$ cat config.mk
export PLATFORM = sky130hd
export DESIGN_NAME = bsl1_ctrl
export DESIGN_NICKNAME = d
export VERILOG_FILES = /design/src/design/bsl1_pkg.sv /design/src/design/bsl1_ctrl.sv
export SDC_FILE = /design/constraint.sdc
export NUM_CORES = 2
export LEC_CHECK = 0
export BUFFER_PORTS_ARGS = -buffer_cell sky130_fd_sc_hd__buf_2
export CORE_ASPECT_RATIO = 1.1
export CORE_MARGIN = 1.5
export CORE_UTILIZATION = 45
export DETAILED_ROUTE_END_ITERATION = 7
export GPL_ROUTABILITY_DRIVEN = 1
export GPL_TIMING_DRIVEN = 0
export MAX_ROUTING_LAYER = met4
export PLACE_DENSITY_LB_ADDON = 0.2
export RECOVER_POWER = 25
export SLEW_MARGIN = 10
export SYNTH_ARGS = -nofsm -noshare
export SYNTH_HDL_FRONTEND = slang
export SYNTH_SLANG_ARGS = --single-unit
$ cat constraint.sdc
create_clock -name i_clk -period 15.6 [get_ports i_clk]
set_input_delay 0 -clock i_clk [delete_from_list [all_inputs] [get_ports i_clk]]
set_output_delay 0 -clock i_clk [all_outputs]
set_load 0.005 [all_outputs]
$ cat src/design/bsl1_pkg.sv
`timescale 1ns / 1ps
package bsl1_pkg;
    localparam int unsigned MaxItems = 1024;
    localparam int unsigned AddrW = $clog2(MaxItems);
    localparam int unsigned CntW = $clog2(MaxItems + 1);
    localparam int unsigned ValW = 48;
    localparam int unsigned CostW = 54;
    localparam logic [CostW-1:0] CostMax = {CostW{1'b1}};

    // Heap operation codes issued by the controller.
    typedef enum logic [1:0] {
        t_op_push = 2'd0,
        t_op_pop  = 2'd1
    } t_op;

    // Insertion case chosen for an accepted sample.
    typedef enum logic [1:0] {
        CASE_BOTH  = 2'd0,
        CASE_LEFT  = 2'd1,
        CASE_RIGHT = 2'd2
    } t_case;

    typedef enum logic [4:0] {
        S_IDLE, S_CHECK, S_RDTOP, S_WTTOP, S_DECIDE, S_OP_START, S_OP_RUN, S_NEXT, S_OUT
    } t_state;

    // Command from controller to heap unit.
    typedef struct packed {
        logic            start;
        t_op             op;
        logic            right;
        logic [ValW-1:0] value;
    } t_heap_cmd;

    typedef struct packed {
        logic            busy;
        logic [ValW-1:0] ltop;
        logic [ValW-1:0] rtop;
        logic [CntW-1:0] lcnt;
        logic [CntW-1:0] rcnt;
    } t_heap_sts;
endpackage

$ cat src/design/bsl1_ctrl.sv
`timescale 1ns / 1ps
module bsl1_ctrl (
    input  logic                i_clk,
    input  logic                i_rst_n,
    input  logic                i_in_valid,
    input  logic [31:0]         i_sample,
    input  logic [31:0]         i_step,
    input  logic                i_out_free,
    input  bsl1_pkg::t_heap_sts i_sts,
    output logic                o_in_ready,
    output bsl1_pkg::t_heap_cmd o_cmd,
    output logic                o_out_load,
    output logic [bsl1_pkg::CostW-1:0] o_cost,
    output logic                o_ovf
);
    import bsl1_pkg::*;

    t_state r_st, n_st;
    logic [ValW-1:0] r_loff, r_roff, r_v, r_a, r_b;
    logic [CostW-1:0] r_cost;
    logic r_started, r_ovf;
    t_case r_case;
    logic [1:0] r_k;

    logic [ValW-1:0] ltop, rtop, vl, vr, d;
    logic [CostW:0] sum;
    assign ltop = i_sts.ltop + r_loff;
    assign rtop = i_sts.rtop + r_roff;
    assign vl = r_v - r_loff;
    assign vr = r_v - r_roff;
    assign d = ($signed(r_v) <= $signed(ltop)) ? ltop - r_v : r_v - rtop;
    assign sum = {1'b0, r_cost} + {{(CostW+1-ValW){1'b0}}, d};

    // Next state.
    always_comb begin
        n_st = r_st;
        unique case (r_st)
            S_IDLE:   if (i_in_valid) n_st = S_CHECK;
            S_CHECK:  n_st = r_ovf ? S_OUT : S_RDTOP;
            S_RDTOP:  n_st = S_DECIDE;
            S_WTTOP:  n_st = S_DECIDE;
            S_DECIDE: n_st = S_OP_START;
            S_OP_START: n_st = S_OP_RUN;
            S_OP_RUN: if (!i_sts.busy) n_st = S_NEXT;
            S_NEXT:   n_st = (r_k == ((r_case == CASE_BOTH) ? 2'd1 : 2'd3)) ? S_OUT : S_OP_START;
            S_OUT:    if (i_out_free) n_st = S_IDLE;
            default:  n_st = S_IDLE;
        endcase
    end

    // Command outputs.
    always_comb begin
        o_cmd.start = (r_st == S_OP_START);
        o_cmd.op = t_op_push; o_cmd.right = 1'b0; o_cmd.value = r_a;
        unique case (r_case)
            CASE_LEFT: unique case (r_k)
                2'd0: begin o_cmd.right = 1'b1; o_cmd.value = r_a; end
                2'd1: o_cmd.op = t_op_pop;
                default: o_cmd.value = r_b;
            endcase
            CASE_RIGHT: unique case (r_k)
                2'd0: o_cmd.value = r_a;
                2'd1: begin o_cmd.op = t_op_pop; o_cmd.right = 1'b1; end
                default: begin o_cmd.right = 1'b1; o_cmd.value = r_b; end
            endcase
            default: if (r_k == 2'd1) begin o_cmd.right = 1'b1; o_cmd.value = r_b; end
        endcase
    end

    assign o_in_ready = (r_st == S_IDLE);
    assign o_out_load = (r_st == S_OUT) && i_out_free;
    assign o_cost = r_cost;
    assign o_ovf = r_ovf;

    always_ff @(posedge i_clk) begin
        if (!i_rst_n) begin
            r_st <= S_IDLE; r_loff <= '0; r_roff <= '0; r_cost <= '0; r_started <= 1'b0;
            r_ovf <= 1'b0; r_k <= '0; r_case <= CASE_BOTH;
        end else begin
            r_st <= n_st;
            unique case (r_st)
                S_IDLE: if (i_in_valid) begin
                    r_v <= {{(ValW-32){1'b0}}, i_sample};
                    r_ovf <= (i_sts.lcnt >= CntW'(MaxItems)) || (i_sts.rcnt >= CntW'(MaxItems));
                end
                S_CHECK: if (!r_ovf) begin
                    if (r_started) begin
                        r_loff <= r_loff - {{(ValW-32){1'b0}}, i_step};
                        r_roff <= r_roff + {{(ValW-32){1'b0}}, i_step};
                    end
                    r_started <= 1'b1;
                end
                S_DECIDE: begin
                    r_k <= '0;
                    if (i_sts.lcnt == '0 || i_sts.rcnt == '0) begin
                        r_case <= CASE_BOTH; r_a <= vl; r_b <= vr;
                    end else if ($signed(r_v) <= $signed(ltop)) begin
                        r_case <= CASE_LEFT; r_a <= ltop - r_roff; r_b <= vl;
                        r_cost <= sum[CostW] ? CostMax : sum[CostW-1:0];
                    end else if ($signed(r_v) >= $signed(rtop)) begin
                        r_case <= CASE_RIGHT; r_a <= rtop - r_loff; r_b <= vr;
                        r_cost <= sum[CostW] ? CostMax : sum[CostW-1:0];
                    end else begin
                        r_case <= CASE_BOTH; r_a <= vl; r_b <= vr;
                    end
                end
                S_NEXT: r_k <= r_k + 1'b1;
                default: ;
            endcase
        end
    end
endmodule

==> impl_results.md <==
* PwrDens at 80.1 nW/um2
* Wire length on met2 at 65,700 um
* Core footprint at 80,300 um2
* Drt first pass iters at 6
* Clk root buf: clkbuf_16
* Share of post-route cells with drive strength above 1 at 7.98%
* Area growth syn-to-layout at 13.3%
* Reg power frac at 26.3%
* RSZ-0062 raised after global routing: false
* Top Layer Used: met4
* Largest net degree at the start of global routing at 21
* Finished Layout Cells at 6,291
* Comb pwr share at 44.5%
* Metal-1 WL at 67,500 um
* Cell count after synthesis at 4,792
* Area post-placement at 39,500 um2
* Most frequent cells in the layout: 505 x a21oi_1, 466 x ha_1, 415 x nand2_1
* Clock buffer depth at 3
* Leak at 17.9 nW
* Mean post-synth cell area at 7.61 um2
* Vias at 38,500
* GPL Wtd Cong at 1.03
* Buffers on Ports at 294
* Total grt overflow at 0
* Most common cell after layout, fill and taps aside: a21oi_1
* Register bit total from synthesis at 288
* Maximum fanout along the worst path at 10
* Die W at 274 um
* Final period util at 78.4%
* Clk slew on worst S/H paths at 60 ps
* HP Class: in2reg
* Hold violation total from the final report at 0
* Final nets at 5,871
* Ys flop type: dfxtp_1
* Post-route setup TNS at 0 ps
* VDD IR max at 0.0825 mV
* Die H at 302 um
* Die Area at 82,800 um2
* CTS tree: yes
* Hold Worst Slack at 5.61 ps
* # setup viols final at 0
* Total power at 3.31 mW
* Yosys top cell area share at 16.0%
* Outcome: finished, violations left
* Vias per inst at 6.12
* Post-DP HPWL at 130,000 um
* Crit path buffers/inverters at 5
* Post-place setup slack at 3560 ps
* Clock Sinks at 288
* Top-Level Pins at 296
* Switching Fraction at 40.5%
* Clock power share at 29.2%
* YS warnings at 0
* First-pass GRT wire length at 218,000 um
* Worst Slack Setup Final at 3370 ps
* Post-synthesis cell area at 36,500 um2
* Initial antenna violation count at 1
* Worst Setup Path Type: reg2reg
* Delay-heaviest family, CP: compound AO/OA/AOI/OAI gates
* Slew @ Worst Pin at 2030 ps
* Starting Density at 45.4%
* Max Cap Violations at 4
* Sequential share of the synthesized area at 19.3%
* Max transition margin at -36.0%
* Cell Rows at 109
* Post-synth ARST share at 0%
* Sw Pwr at 1.34 mW
* Routed WL at 154,000 um
* Finished Core Util at 51.5%
* Critical-path top delay cell: a211oi_1
* Worst Skew at 23.6 ps
* Dpl cells at 6,156
* Crit path launch type: register
* Synth area leader: ha_1
* Final Max Slew Viols at 45
* Fmax at 81.8 MHz
* Tot GR Track Use at 36.8%
* Finished Cell Area at 41,400 um2
* Critical Path AT at 12,750 ps
* CTS HTree Levels at 2
* Int Power at 1.97 mW
* Worst-Skew Late Latency at 600 ps
* Fin crit period at 12,230 ps
* Routed length per instance at 24.4 um
* Vias in the first global route at 35,300
* Failing checks: capacitance limit, slew limit
* Detail Route met3 WL at 13,500 um
* Top post-synthesis cells by area: ha_1 16%, edfxtp_1 11%, dfxtp_1 8.8%
* Crit. End Element: register
* CP dominant cell by count: a21oi_1
* Data required time of the worst path at 16,120 ps
* EDFF count, synth at 128
* TritonCTS Buffers at 37
* Distinct cells, synth at 97
* DRC violations left at 0
* Peak per-stage delay on the critical path at 610 ps
* Mapped Nets at 5,456
* Antenna-violating nets left at 0
* Initial DRC Count at 3,957
[layer usage]
metal,vias up,track usage (%)
li1,18400,-
met1,18100,48.8
met2,1726,56.0
met3,297,5.61
met4,0,14.1
met5,-,-
[worst min-delay path: cells and delay by family]
kind                     cells  cell delay, ps
buffers and inverters        1             100
AO/OA/AOI/OAI                1              60
XOR/XNOR                     1             140
adder cells (fa/ha/maj)      1             250
[layout make-up]
type | count | area (um2)
well taps | 1054 | 1320
diodes | 2 | 5.00
flip-flops and latches | 288 | 7050
clock buffers | 43 | 968
plain buffers | 156 | 658
clock inverters | 24 | 362
inverters | 337 | 1260
multi-input cells | 4011 | 27500
fillers | 8077 | 39000
repair buffers | 376 | 2190
[Yosys cell counts (all sizes together) (13+ instances only)]
library cell,instances
nor3b,13
a31oi,34
mux2i,19
nor2,409
nand3,133
a22o,56
o22ai,24
a2111oi,19
nor2b,54
a41oi,13
nor4,32
a21boi,19
or2,15
nand2b,67
nor3,102
inv,334
edfxtp,128
and2,30
a21oi,506
a31o,13
a311oi,49
nand2,415
clkbuf,105
a21o,213
o31ai,35
nand4,62
buf,51
ha,466
o21bai,56
dfxtp,160
xnor2,274
o21ai,306
and3,42
a211oi,50
or3,40
o21a,55
o211ai,38
a211o,13
a221o,14
xor2,162
a22oi,18
[state kept, by name (all words and copies together), names as in the netlist]
register / flops
r_case: 2
o_ovf: 1
r_st: 4
r_started: 1
r_b: 48
r_loff: 48
r_k: 2
r_a: 48
o_cost: 54
r_v: 32
r_roff: 48
[timing repair]
action | CTS | global route
setup buffers | 0 | 0
hold buffers | 66 | 0
resized for setup | 0 | 0
hold endpoints to repair | 66 | 0
[cells by family (layout without fill, tap and decap cells)]
family	Yosys count	after routing	synth area share, %
compound gates	1621	1621	28.8
flops	288	288	19.3
fa+ha+maj	477	477	16.6
other cells	1	3	0.0103
mux	26	26	0.737
simple gates	1450	1450	18.7
buf+inv	493	936	5.27
xor+xnor	436	436	10.5
[path summary, 6_finish.rpt]
kind | cells after the start | from | slack [ps] | end
setup / recovery | 38 | r_loff[1] | 3370 | o_cost[51]
hold / removal | 4 | i_step[17] | 6 | r_roff[17]
setup reg to reg | 38 | r_loff[1] | 3370 | o_cost[51]
hold reg to reg | 2 | r_started | 510 | r_started
[power groups by stage]
stage          registers (mW)  clock network [mW]  logic, mW
5_1_grt                 0.874               0.997       1.59
4_1_cts                 0.870               0.977       1.43
3_5_place_dp            0.886                   0       1.41
2_1_floorplan           0.873                   0      0.997
6_report                0.872               0.967       1.47
3_3_place_gp            0.890                   0       1.40
Power figures use the tool's default switching activity.
